===== src/rtl/slt_pkg.sv =====
// Shared constants and codes for the sorted list table.
// No dependencies; imported by the top level.
`default_nettype none

package slt_pkg;

  // Table size and derived widths
  localparam int unsigned ENTRIES = 16;
  localparam int unsigned IDX_W   = $clog2(ENTRIES);
  localparam int unsigned LINK_W  = $clog2(ENTRIES + 1);

  // Fixed field widths of the beats
  localparam int unsigned KEY_W   = 32;
  localparam int unsigned PAY_W   = 64;
  localparam int unsigned POS_W   = 4;
  localparam int unsigned CNT_W   = 5;

  // The null link is the value ENTRIES
  localparam logic [LINK_W-1:0] NULL_LINK = LINK_W'(ENTRIES);

  typedef enum logic {
    MODE_INSERT = 1'b0,
    MODE_SEARCH = 1'b1
  } mode_e;

  typedef enum logic [1:0] {
    ST_INSERTED  = 2'd0,
    ST_FULL      = 2'd1,
    ST_FOUND     = 2'd2,
    ST_NOT_FOUND = 2'd3
  } status_e;

endpackage

`default_nettype wire


===== src/rtl/sorted_list_table_with_free_chain.sv =====
// Top level of the sorted list table: walk sequencer, link valid bits and RAMs.
// Depends on slt_pkg and slt_ram.
`default_nettype none

// A table of ENTRIES slots (16), each with a signed key, a 64-bit payload and
// a link, kept in three one-port-read RAMs. Used slots form one list in
// ascending key order; unused slots form a free chain. An insert takes the
// free-chain head and links it in before the first entry whose key is not
// smaller (so a new key goes before equal keys); a search returns the first equal
// key. Each input beat gives exactly one result beat. One item is processed
// at a time: the walk reads one list entry per cycle from the RAMs. An insert
// reads the free-chain successor, walks to the first key that is not smaller,
// writes the new entry and, when it follows an existing entry, rewrites the
// predecessor's link; a search walks to the first equal key or the list end.
// Either walk visits at most ENTRIES entries. The next input beat is taken
// while the previous result still waits at the output. The link RAM needs no
// clearing pass after reset: a per-slot valid bit makes an unwritten link
// read as its reset value, the following slot.
module sorted_list_table_with_free_chain
  import slt_pkg::*;
(
  input  wire logic                    clk_i,
  input  wire logic                    rst_ni,
  input  wire logic                    in_valid_i,
  output logic                         in_stall_o,
  input  wire logic                    mode_i,
  input  wire logic signed [KEY_W-1:0] key_i,
  input  wire logic        [PAY_W-1:0] payload_i,
  output logic                         out_valid_o,
  input  wire logic                    out_stall_i,
  output logic             [1:0]       status_o,
  output logic             [POS_W-1:0] position_o,
  output logic             [PAY_W-1:0] found_payload_o,
  output logic             [CNT_W-1:0] entry_count_o
);

  typedef enum logic [2:0] {
    S_IDLE,
    S_FREE,
    S_WALK,
    S_LINK,
    S_LINK2,
    S_DONE
  } state_e;

  state_e                    state_q;
  mode_e                     mode_q;
  logic signed [KEY_W-1:0]   key_q;
  logic        [PAY_W-1:0]   pay_q;
  logic        [LINK_W-1:0]  list_head_q;
  logic        [LINK_W-1:0]  free_head_q;
  logic        [LINK_W-1:0]  used_q;
  logic        [LINK_W-1:0]  slot_q;
  logic        [LINK_W-1:0]  nfree_q;
  logic        [LINK_W-1:0]  prev_q;
  logic        [LINK_W-1:0]  cur_q;
  logic        [LINK_W-1:0]  steps_q;
  logic        [IDX_W-1:0]   rd_idx_q;
  logic        [ENTRIES-1:0] lvalid_q;
  status_e                   res_status_q;
  logic        [LINK_W-1:0]  res_pos_q;
  logic        [PAY_W-1:0]   res_pay_q;

  // RAM ports
  logic                     rd_en;
  logic        [IDX_W-1:0]  rd_addr;
  logic signed [KEY_W-1:0]  key_rdata;
  logic        [PAY_W-1:0]  pay_rdata;
  logic        [LINK_W-1:0] link_rdata;
  logic                     data_we;
  logic                     link_we;
  logic        [IDX_W-1:0]  link_waddr;
  logic        [LINK_W-1:0] link_wdata;

  // Walk helpers
  logic                     accept;
  logic        [LINK_W-1:0] link_eff;
  logic                     link_ok;
  logic        [LINK_W-1:0] steps_n;
  logic                     walk_cont;
  logic                     key_less;
  logic                     key_eq;

  assign accept     = in_valid_i && (state_q == S_IDLE);
  assign in_stall_o = (state_q != S_IDLE);

  // Resolve a link read: slots never written read as their reset link
  assign link_eff  = lvalid_q[rd_idx_q] ? link_rdata
                                        : (LINK_W'(rd_idx_q) + LINK_W'(1));
  assign link_ok   = (link_eff < NULL_LINK);
  assign steps_n   = steps_q + LINK_W'(1);
  assign walk_cont = link_ok && (steps_n < NULL_LINK);
  assign key_less  = (key_rdata < key_q);
  assign key_eq    = (key_rdata == key_q);

  // Read address: free head, list head, or the next link of the walk
  always_comb begin
    rd_en   = 1'b0;
    rd_addr = '0;
    unique case (state_q)
      S_IDLE: begin
        if (in_valid_i) begin
          if (mode_i == MODE_INSERT) begin
            rd_en   = (free_head_q < NULL_LINK);
            rd_addr = free_head_q[IDX_W-1:0];
          end else begin
            rd_en   = (list_head_q < NULL_LINK);
            rd_addr = list_head_q[IDX_W-1:0];
          end
        end
      end
      S_FREE: begin
        rd_en   = (list_head_q < NULL_LINK);
        rd_addr = list_head_q[IDX_W-1:0];
      end
      S_WALK: begin
        if (!((mode_q == MODE_INSERT) && !key_less) &&
            !((mode_q == MODE_SEARCH) && key_eq)) begin
          rd_en = walk_cont;
        end
        rd_addr = link_eff[IDX_W-1:0];
      end
      default: begin
        rd_en   = 1'b0;
        rd_addr = '0;
      end
    endcase
  end

  // Write ports: new entry first, then the predecessor's link
  always_comb begin
    data_we    = 1'b0;
    link_we    = 1'b0;
    link_waddr = slot_q[IDX_W-1:0];
    link_wdata = cur_q;
    unique case (state_q)
      S_LINK: begin
        data_we = 1'b1;
        link_we = 1'b1;
      end
      S_LINK2: begin
        link_we    = 1'b1;
        link_waddr = prev_q[IDX_W-1:0];
        link_wdata = slot_q;
      end
      default: begin
        data_we = 1'b0;
        link_we = 1'b0;
      end
    endcase
  end

  slt_ram #(.WIDTH(KEY_W), .DEPTH(ENTRIES)) u_key_ram (
    .clk_i   (clk_i),
    .we_i    (data_we),
    .waddr_i (slot_q[IDX_W-1:0]),
    .wdata_i (key_q),
    .re_i    (rd_en),
    .raddr_i (rd_addr),
    .rdata_o (key_rdata)
  );

  slt_ram #(.WIDTH(PAY_W), .DEPTH(ENTRIES)) u_pay_ram (
    .clk_i   (clk_i),
    .we_i    (data_we),
    .waddr_i (slot_q[IDX_W-1:0]),
    .wdata_i (pay_q),
    .re_i    (rd_en),
    .raddr_i (rd_addr),
    .rdata_o (pay_rdata)
  );

  slt_ram #(.WIDTH(LINK_W), .DEPTH(ENTRIES)) u_link_ram (
    .clk_i   (clk_i),
    .we_i    (link_we),
    .waddr_i (link_waddr),
    .wdata_i (link_wdata),
    .re_i    (rd_en),
    .raddr_i (rd_addr),
    .rdata_o (link_rdata)
  );

  // Sequencer, list heads and output register
  always_ff @(posedge clk_i or negedge rst_ni) begin
    if (!rst_ni) begin
      state_q         <= S_IDLE;
      mode_q          <= MODE_INSERT;
      key_q           <= '0;
      pay_q           <= '0;
      list_head_q     <= NULL_LINK;
      free_head_q     <= '0;
      used_q          <= '0;
      slot_q          <= '0;
      nfree_q         <= '0;
      prev_q          <= NULL_LINK;
      cur_q           <= NULL_LINK;
      steps_q         <= '0;
      rd_idx_q        <= '0;
      lvalid_q        <= '0;
      res_status_q    <= ST_INSERTED;
      res_pos_q       <= '0;
      res_pay_q       <= '0;
      out_valid_o     <= 1'b0;
      status_o        <= '0;
      position_o      <= '0;
      found_payload_o <= '0;
      entry_count_o   <= '0;
    end else begin
      // Drop the output beat once taken
      if (out_valid_o && !out_stall_i) begin
        out_valid_o <= 1'b0;
      end
      if (rd_en) begin
        rd_idx_q <= rd_addr;
      end

      unique case (state_q)
        S_IDLE: begin
          if (accept) begin
            mode_q    <= mode_e'(mode_i);
            key_q     <= key_i;
            pay_q     <= payload_i;
            steps_q   <= '0;
            prev_q    <= NULL_LINK;
            slot_q    <= free_head_q;
            cur_q     <= list_head_q;
            res_pos_q <= '0;
            res_pay_q <= '0;
            if (mode_i == MODE_INSERT) begin
              if (free_head_q < NULL_LINK) begin
                state_q <= S_FREE;
              end else begin
                res_status_q <= ST_FULL;
                state_q      <= S_DONE;
              end
            end else begin
              if (list_head_q < NULL_LINK) begin
                state_q <= S_WALK;
              end else begin
                res_status_q <= ST_NOT_FOUND;
                state_q      <= S_DONE;
              end
            end
          end
        end

        S_FREE: begin
          // Hold the free-chain successor; start the walk at the list head
          nfree_q <= link_eff;
          if (list_head_q < NULL_LINK) begin
            state_q <= S_WALK;
          end else begin
            cur_q   <= NULL_LINK;
            state_q <= S_LINK;
          end
        end

        S_WALK: begin
          if (mode_q == MODE_INSERT) begin
            if (key_less) begin
              // Advance past a smaller key
              prev_q  <= cur_q;
              cur_q   <= link_ok ? link_eff : NULL_LINK;
              steps_q <= steps_n;
              if (!walk_cont) begin
                state_q <= S_LINK;
              end
            end else begin
              state_q <= S_LINK;
            end
          end else begin
            if (key_eq) begin
              res_status_q <= ST_FOUND;
              res_pos_q    <= cur_q;
              res_pay_q    <= pay_rdata;
              state_q      <= S_DONE;
            end else begin
              cur_q   <= link_eff;
              steps_q <= steps_n;
              if (!walk_cont) begin
                res_status_q <= ST_NOT_FOUND;
                state_q      <= S_DONE;
              end
            end
          end
        end

        S_LINK: begin
          // Take the slot off the free chain and hook it into the list
          free_head_q                   <= nfree_q;
          lvalid_q[slot_q[IDX_W-1:0]]   <= 1'b1;
          if (used_q < NULL_LINK) begin
            used_q <= used_q + LINK_W'(1);
          end
          res_status_q <= ST_INSERTED;
          res_pos_q    <= slot_q;
          if (prev_q < NULL_LINK) begin
            state_q <= S_LINK2;
          end else begin
            list_head_q <= slot_q;
            state_q     <= S_DONE;
          end
        end

        S_LINK2: begin
          state_q <= S_DONE;
        end

        S_DONE: begin
          // Load the result beat once the output register is free
          if (!out_valid_o || !out_stall_i) begin
            out_valid_o     <= 1'b1;
            status_o        <= res_status_q;
            position_o      <= POS_W'(res_pos_q);
            found_payload_o <= res_pay_q;
            entry_count_o   <= CNT_W'(used_q);
            state_q         <= S_IDLE;
          end
        end

        default: begin
          state_q <= S_IDLE;
        end
      endcase
    end
  end

endmodule

`default_nettype wire


===== src/rtl/slt_ram.sv =====
// Generic single-write, single-read synchronous RAM with registered read data.
// Standalone; no package dependency.
`default_nettype none

module slt_ram #(
  parameter int unsigned WIDTH = 8,
  parameter int unsigned DEPTH = 16
) (
  input  wire logic                     clk_i,
  input  wire logic                     we_i,
  input  wire logic [$clog2(DEPTH)-1:0] waddr_i,
  input  wire logic [WIDTH-1:0]         wdata_i,
  input  wire logic                     re_i,
  input  wire logic [$clog2(DEPTH)-1:0] raddr_i,
  output logic      [WIDTH-1:0]         rdata_o
);

  logic [WIDTH-1:0] mem_q [DEPTH];

  // Write port
  always_ff @(posedge clk_i) begin
    if (we_i) begin
      mem_q[waddr_i] <= wdata_i;
    end
  end

  // Registered read port
  always_ff @(posedge clk_i) begin
    if (re_i) begin
      rdata_o <= mem_q[raddr_i];
    end
  end

endmodule

`default_nettype wire

===== config.mk =====
export PLATFORM = sky130hd
export DESIGN_NAME = sorted_list_table_with_free_chain
export DESIGN_NICKNAME = d
export VERILOG_FILES = /design/src/rtl/slt_pkg.sv /design/src/rtl/sorted_list_table_with_free_chain.sv /design/src/rtl/slt_ram.sv
export SDC_FILE = /design/constraint.sdc
export NUM_CORES = 2
export LEC_CHECK = 0
export ABC_CLOCK_PERIOD_IN_PS = 9300
export BUFFER_PORTS_ARGS = -buffer_cell sky130_fd_sc_hd__buf_4
export CAP_MARGIN = 0
export CORE_UTILIZATION = 62
export DETAILED_ROUTE_END_ITERATION = 12
export GPL_TIMING_DRIVEN = 1
export HOLD_SLACK_MARGIN = 0.03
export PLACE_DENSITY = 0.79
export SETUP_SLACK_MARGIN = 0.4
export SYNTH_ARGS = -nofsm -noshare
export SYNTH_HDL_FRONTEND = slang
export SYNTH_HIERARCHICAL = 1
export SYNTH_SLANG_ARGS = --single-unit

===== constraint.sdc =====
create_clock -name clk_i -period 9.3 [get_ports clk_i]
set_clock_uncertainty 0.15 [all_clocks]
set_input_delay 0.93 -clock clk_i [delete_from_list [all_inputs] [get_ports clk_i]]
set_output_delay 0.93 -clock clk_i [all_outputs]
set_load 0.02 [all_outputs]

# Word level (Yosys, flattened, before mapping)
# Memory sizes are Yosys's and may differ from the RTL's. A register that Yosys moved wholly into a read port is not among the register bits.
# Cells that the tools add are included.
[totals]
regBits = 306
latch_bits = 0
ram_bits = 1616
romBits = 0
out_inout_bits = 77
wordCells = 158
n_memories = 3
[op_classes]
n_addsub = 3
mul = 0
div = 0
order_cmp = 10
n_eq_ne = 20
n_shift = 0
muxes = 67
bitwise = 3
reduce_logical = 30
[mem_list]
columns = ["name", "depth", "word_bits", "rd", "rd_clocked_by_memory_dff", "wr", "line_no", "text"]
rows = [
  ["u_pay_ram.mem_q", 16, 64, 1, 1, 1, "slt_ram.sv:18", "logic [WIDTH-1:0] mem_q [DEPTH];"],
  ["u_key_ram.mem_q", 16, 32, 1, 1, 1, "slt_ram.sv:18", ""],
  ["u_link_ram.mem_q", 16, 5, 1, 1, 1, "slt_ram.sv:18", ""],
]
[ops]
columns = ["operator", "count"]
rows = [
  ["$mux 64", 3],
  ["$pmux 64 s2", 1],
  ["$mux 5", 15],
  ["$eq 32x32->1", 1],
  ["$lt 32x32->1", 1],
  ["$lt 5x5->1 const B", 6],
  ["$mux 3", 10],
  ["$pmux 4 s3", 2],
  ["$mux 4", 5],
  ["$pmux 5 s2", 2],
  ["$reduce_and 4->1", 5],
  ["$pmux 3 s6", 1],
  ["$mux 1", 16],
  ["$or 16x16->16", 1],
  ["$ne 3x3->1 const B", 5],
  ["$pmux 5 s3", 1],
  ["$mux 2", 7],
  ["$ne 2x2->1 const B", 7],
  ["$add 5x1->5 const B", 2],
  ["$lt 4x5->1 const B", 2],
  ["$reduce_bool 3->1", 3],
  ["$ne 4x4->1 const B", 2],
  ["$reduce_and 2->1", 4],
  ["$logic_and 1x1->1", 7],
  ["other kinds (17)", 24],
]

# Logic depth before layout (Yosys ltp)
[logic_depth]
word_depth = 9
depth_mapped = 14

# Hierarchy
# The synthesis kept the hierarchy.
[by_module_without_submodules]
columns = ["module", "n_inst", "cells_per_inst", "area_per_inst_um2", "seq_area_each_um2"]
rows = [
  ["slt_ram (u_pay_ram)", 1, 1647, 40222.3, 32671.3],
  ["slt_ram (u_key_ram)", 1, 838, 20155.6, 16335.7],
  ["sorted_list_table_with_free_chain", 1, 1284, 13191.4, 7661.1],
  ["slt_ram (u_link_ram)", 1, 155, 3263.1, 2552.4],
]

# Worst setup path after synthesis
# No wires, ideal clock.
[synth_path]
path_type = "register to register"
startpoint = "reg state_q[1]"
endpoint = "mem u_pay_ram/mem_q[0][0] (netlist name) (enable)"
arrival_time_ps = 6348
t_required_ps = 8585
path_slack_ps = 2238
path_stages_with_launch = 9
path_cell_list = "dfrtp_1 -> clkbuf_1 -> inv_1 -> nor2_1 -> nand2_1 -> inv_1 -> clkbuf_1 -> or3b_2 -> nor3_1"
[synth_via]
elab_chain_len = 4
[synth_rtl]
columns = ["item", "line_no", "text"]
rows = [
  ["start, declared", "sorted_list_table_with_free_chain.sv:46", "state_e state_q;"],
  ["start signal, assigned", "sorted_list_table_with_free_chain.sv:186", "state_q <= S_IDLE;"],
  ["start signal, assigned", "sorted_list_table_with_free_chain.sv:231", "state_q <= S_FREE;"],
  ["start signal, assigned", "sorted_list_table_with_free_chain.sv:234", "state_q <= S_DONE;"],
  ["$eq 3x2->1", "sorted_list_table_with_free_chain.sv:136", "unique case (state_q)"],
  ["$mux 1", "sorted_list_table_with_free_chain.sv:136", ""],
  ["net data_we", "sorted_list_table_with_free_chain.sv:70", "logic data_we;"],
  ["$mux 1", "slt_ram.sv:22", "if (we_i) begin"],
  ["$mux 1 (not written as such)", "slt_ram.sv:23", "mem_q[waddr_i] <= wdata_i;"],
  ["end, declared", "slt_ram.sv:18", ""],
]
# The timed path passes the listed nets, and every way through them passes these cells.

# Final worst setup path
[layout_path]
startpoint = "reg state_q[0]"
endpoint = "reg u_key_ram.rdata_o[21], read port of u_key_ram.mem_q (data pin)"
[layout_via]
elab_chain_len = 2
word_cells_on_any_way = 5
cone_classes = "eq/ne (2); mux (2); reduce/logical (1)"
[layout_rtl]
columns = ["item", "line_no", "text"]
rows = [
  ["$eq 3x2->1, or another cell as far along", "sorted_list_table_with_free_chain.sv:100", "unique case (state_q)"],
  ["$pmux 4 s3 (*)", "sorted_list_table_with_free_chain.sv:100", ""],
  ["net rd_addr[1]", "sorted_list_table_with_free_chain.sv:66", "logic [IDX_W-1:0] rd_addr;"],
  ["end, declared", "slt_ram.sv:15", "output logic [WIDTH-1:0] rdata_o"],
]
# Mark *: on every way through the listed nets, which the timed path passes. The rest lies on a longest branch.
# A chain may end at the register's enable or synchronous reset.

==> results.toml <==
[logic_synthesis]
synth_cells = 3924
syn_avg_cell_area_um2 = 19.6
synth_ff_type = "edfxtp_1"
yosysSeqAreaShare = 0.771
synth-seq-cells = 2023
synth_cell_types = 68
synth_edf_count = 1717
async_flop_share = 0.151
synth_area_um2 = 76800
yosysWarnings = 6
postSynthNetCount = 4060

[die]
ios = 178
die_w_um = 354
die_height_um = 354
start_util = 0.628
core_um2 = 122000
dieArea_um2 = 125000
rows = 128

[detailed_routing]
drtIter0Drc = 5202
routedWlPerCell_um = 32.3
viasPerCell = 6.83
route.detailed.drc = 0
vias = 40675
drt-total-wl_um = 193000
drt_pre_antenna_iters = 6
final_antenna_net_count = 0

[clock_network]
cts_buffers = 186
clock-sinks = 2023
cts_tree = "built"
cts_hold_buffers = 1
clk_latency_ps = 820
post_cts_buffers = 0
cts_max_path_buffers = 3
root_buffer = "clkbuf_16"
ctsHtreeMaxLevel = 4
clk_pin_slew_ps = 70
cts_resized = 0

[finish]
fin_nets = 4311
area_growth_pct = 12.3
drive_gt1_frac = 0.253
final_util = 0.705
fin_cells = 5959

[run_status]
status = "finished clean"

[critical_path]
crit_cells = 10
crit_fanout = 61
reg2reg_to = "u_key_ram/rdata_o[21]"
slowest_stage = "buf_4"
slowest_delay_ps = 830
crit_required_ps = 9700
crit_start = "state_q[0]"
cp_cell_sequence = "nor2_1 -> nand3_4 -> nor2_1 -> a22oi_1 -> o21ai_4 -> buf_4 -> buf_4 -> mux4_2 -> a22oi_1 -> nand2_1"
rr_worst_depth = 10
critPathBufInv = 2
start_kind = "register"
path_class = "reg2reg"
crit_path_end = "u_key_ram/rdata_o[21]"
worst_ep_arrival_time_ps = 6110
r2r-start = "state_q[0]"
crit_path_end_kind = "register"
critPathTopFamily = "simple AND/OR/NAND/NOR gates"
reg2reg_slack_ps = 3590

[global_routing]
grt_start_max_net_pins = 161
grt_remaining_overflow = 0
grt_usage = 0.312
grt_pass1_vias = 42248
grt_pass1_wl_um = 281000
antenna_found_initial = 2

[timing]
fin_tns_setup_ps = 0
hold_viol_final = 0
clock.fmax_ghz = 0.175
finalSetupViolCount = 0
rsz0062_at_grt = "false"
slew_headroom = 0.199
fin_crit_ps = 5710
finalCritPeriodShare = 0.614
worst_pin_slew_ps = 1200
drv_slew = 0

[power_and_ir_drop]
ir_drop_mv = 0.394
leakage_uw = 0.0298
power.density_nw_per_um2 = 339

[run]
cap_viol_max_count = 0

[place]
place.gp.congestion = 0.802
numPortBuffers = 177
placed_cells_incl_taps = 5611
dp_hpwl_um = 91300

[worst_hold_path]
hold_path.class = "in2reg"
==> Yosys cell counts, drive strengths merged, types with 6 or more instances <==
| cell | count | area, µm² |
|---|---|---|
| edfxtp | 1717 | 51600 |
| nand2 | 531 | 2000 |
| mux4 | 406 | 9150 |
| dfrtp | 303 | 7580 |
| a22oi | 206 | 1550 |
| clkbuf | 114 | 428 |
| mux2 | 97 | 1110 |
| nand3 | 87 | 435 |
| buf | 85 | 528 |
| nor2 | 62 | 235 |
| o21ai | 61 | 305 |
| inv | 45 | 169 |
| ha | 35 | 438 |
| a21oi | 29 | 156 |
| nor3 | 18 | 90.1 |
| mux2i | 11 | 123 |
| nand4 | 11 | 75.1 |
| nor2b | 11 | 68.8 |
| nand2b | 9 | 56.3 |
| a21o | 8 | 60.1 |
| o21bai | 8 | 60.1 |
| nand3b | 7 | 52.6 |
| a22o | 6 | 52.6 |
| and2 | 6 | 37.5 |
==> power by group <==
| part | internal [µW] | switching, µW |
|---|---|---|
| sequential | 12200 | 1330 |
| clock | 4270 | 3300 |
| combinational | 3380 | 4750 |
| total | 19800 | 9380 |
==> per-layer routing <==
metal	track usage	part of all wire
met1	0.403	0.35
met2	0.524	0.51
met3	0.0634	0.10
met4	0.128	0.041
met5	0	0.00014
==> metrics by stage <==
step,instance area [µm²],power [µW],setup WS (ps),hold WS (ps)
floorplan,76800,18900,2240,273
global placement,80300,21200,3890,290
detailed placement,80300,21500,3700,294
CTS,86300,29300,3650,109
global route,86300,30200,3350,149
finish,86300,29200,3590,157
==> logic make-up (layout without fill, tap and decap cells) <==
| kind of cell | count (synthesis) | count (layout) | synth area share |
|---|---|---|---|
| adders and majority gates | 35 | 35 | 0.00570 |
| xor gates and xnor gates | 5 | 5 | 0.000570 |
| AOI/OAI and AO/OA | 346 | 346 | 0.0318 |
| buffers and inverters | 244 | 652 | 0.0146 |
| and+or+nand+nor | 757 | 757 | 0.0414 |
| muxes | 514 | 514 | 0.135 |
| other | 0 | 2 | 0 |
| DFF | 2023 | 2023 | 0.771 |
==> worst min-delay path, stage by stage <==
cell	delay [ps]
buf_4	80
nand2_1	40
nand2_1	40
==> placed cells by master (no fill, tap or decap), drive strengths merged, types with 35 or more instances in the layout <==
cell,instances
a22oi,206
buf,261
clkbuf,279
clkinv,48
dfrtp,303
edfxtp,1717
ha,35
inv,48
mux2,97
mux4,406
nand2,531
nand3,87
nor2,62
o21ai,61
==> flip-flops by register name (all words and copies together), names as in the netlist, 64 cells and up <==
signal,cells
found_payload_o,64
pay_q,64
res_pay_q,64
u_key_ram/mem_q,512
u_link_ram/mem_q,80
u_pay_ram/mem_q,1024
u_pay_ram/rdata_o,64
==> final cells by class <==
cell class / count / area (µm²)
Sequential cell: 2023 / 59200
Fill cell: 6982 / 36000
Multi-Input combinational cell: 1657 / 16800
Clock buffer: 279 / 5370
Timing Repair Buffer: 262 / 2050
Tap cell: 1625 / 2030
Clock inverter: 66 / 632
Inverter: 45 / 174
Antenna cell: 2 / 5.00
==> how the worst min path moves through the flow <==
stage	startpoint	end	slack, ps	cells after the start
floorplan	lvalid_q[2]	lvalid_q[2]	270	1
global placement	lvalid_q[6]	lvalid_q[6]	290	1
detailed placement	lvalid_q[6]	lvalid_q[6]	290	1
CTS	payload_i[37]	pay_q[37]	110	3
global route	payload_i[47]	pay_q[47]	150	3
finish	payload_i[37]	pay_q[37]	160	3
(Power assumes the default switching activity.)
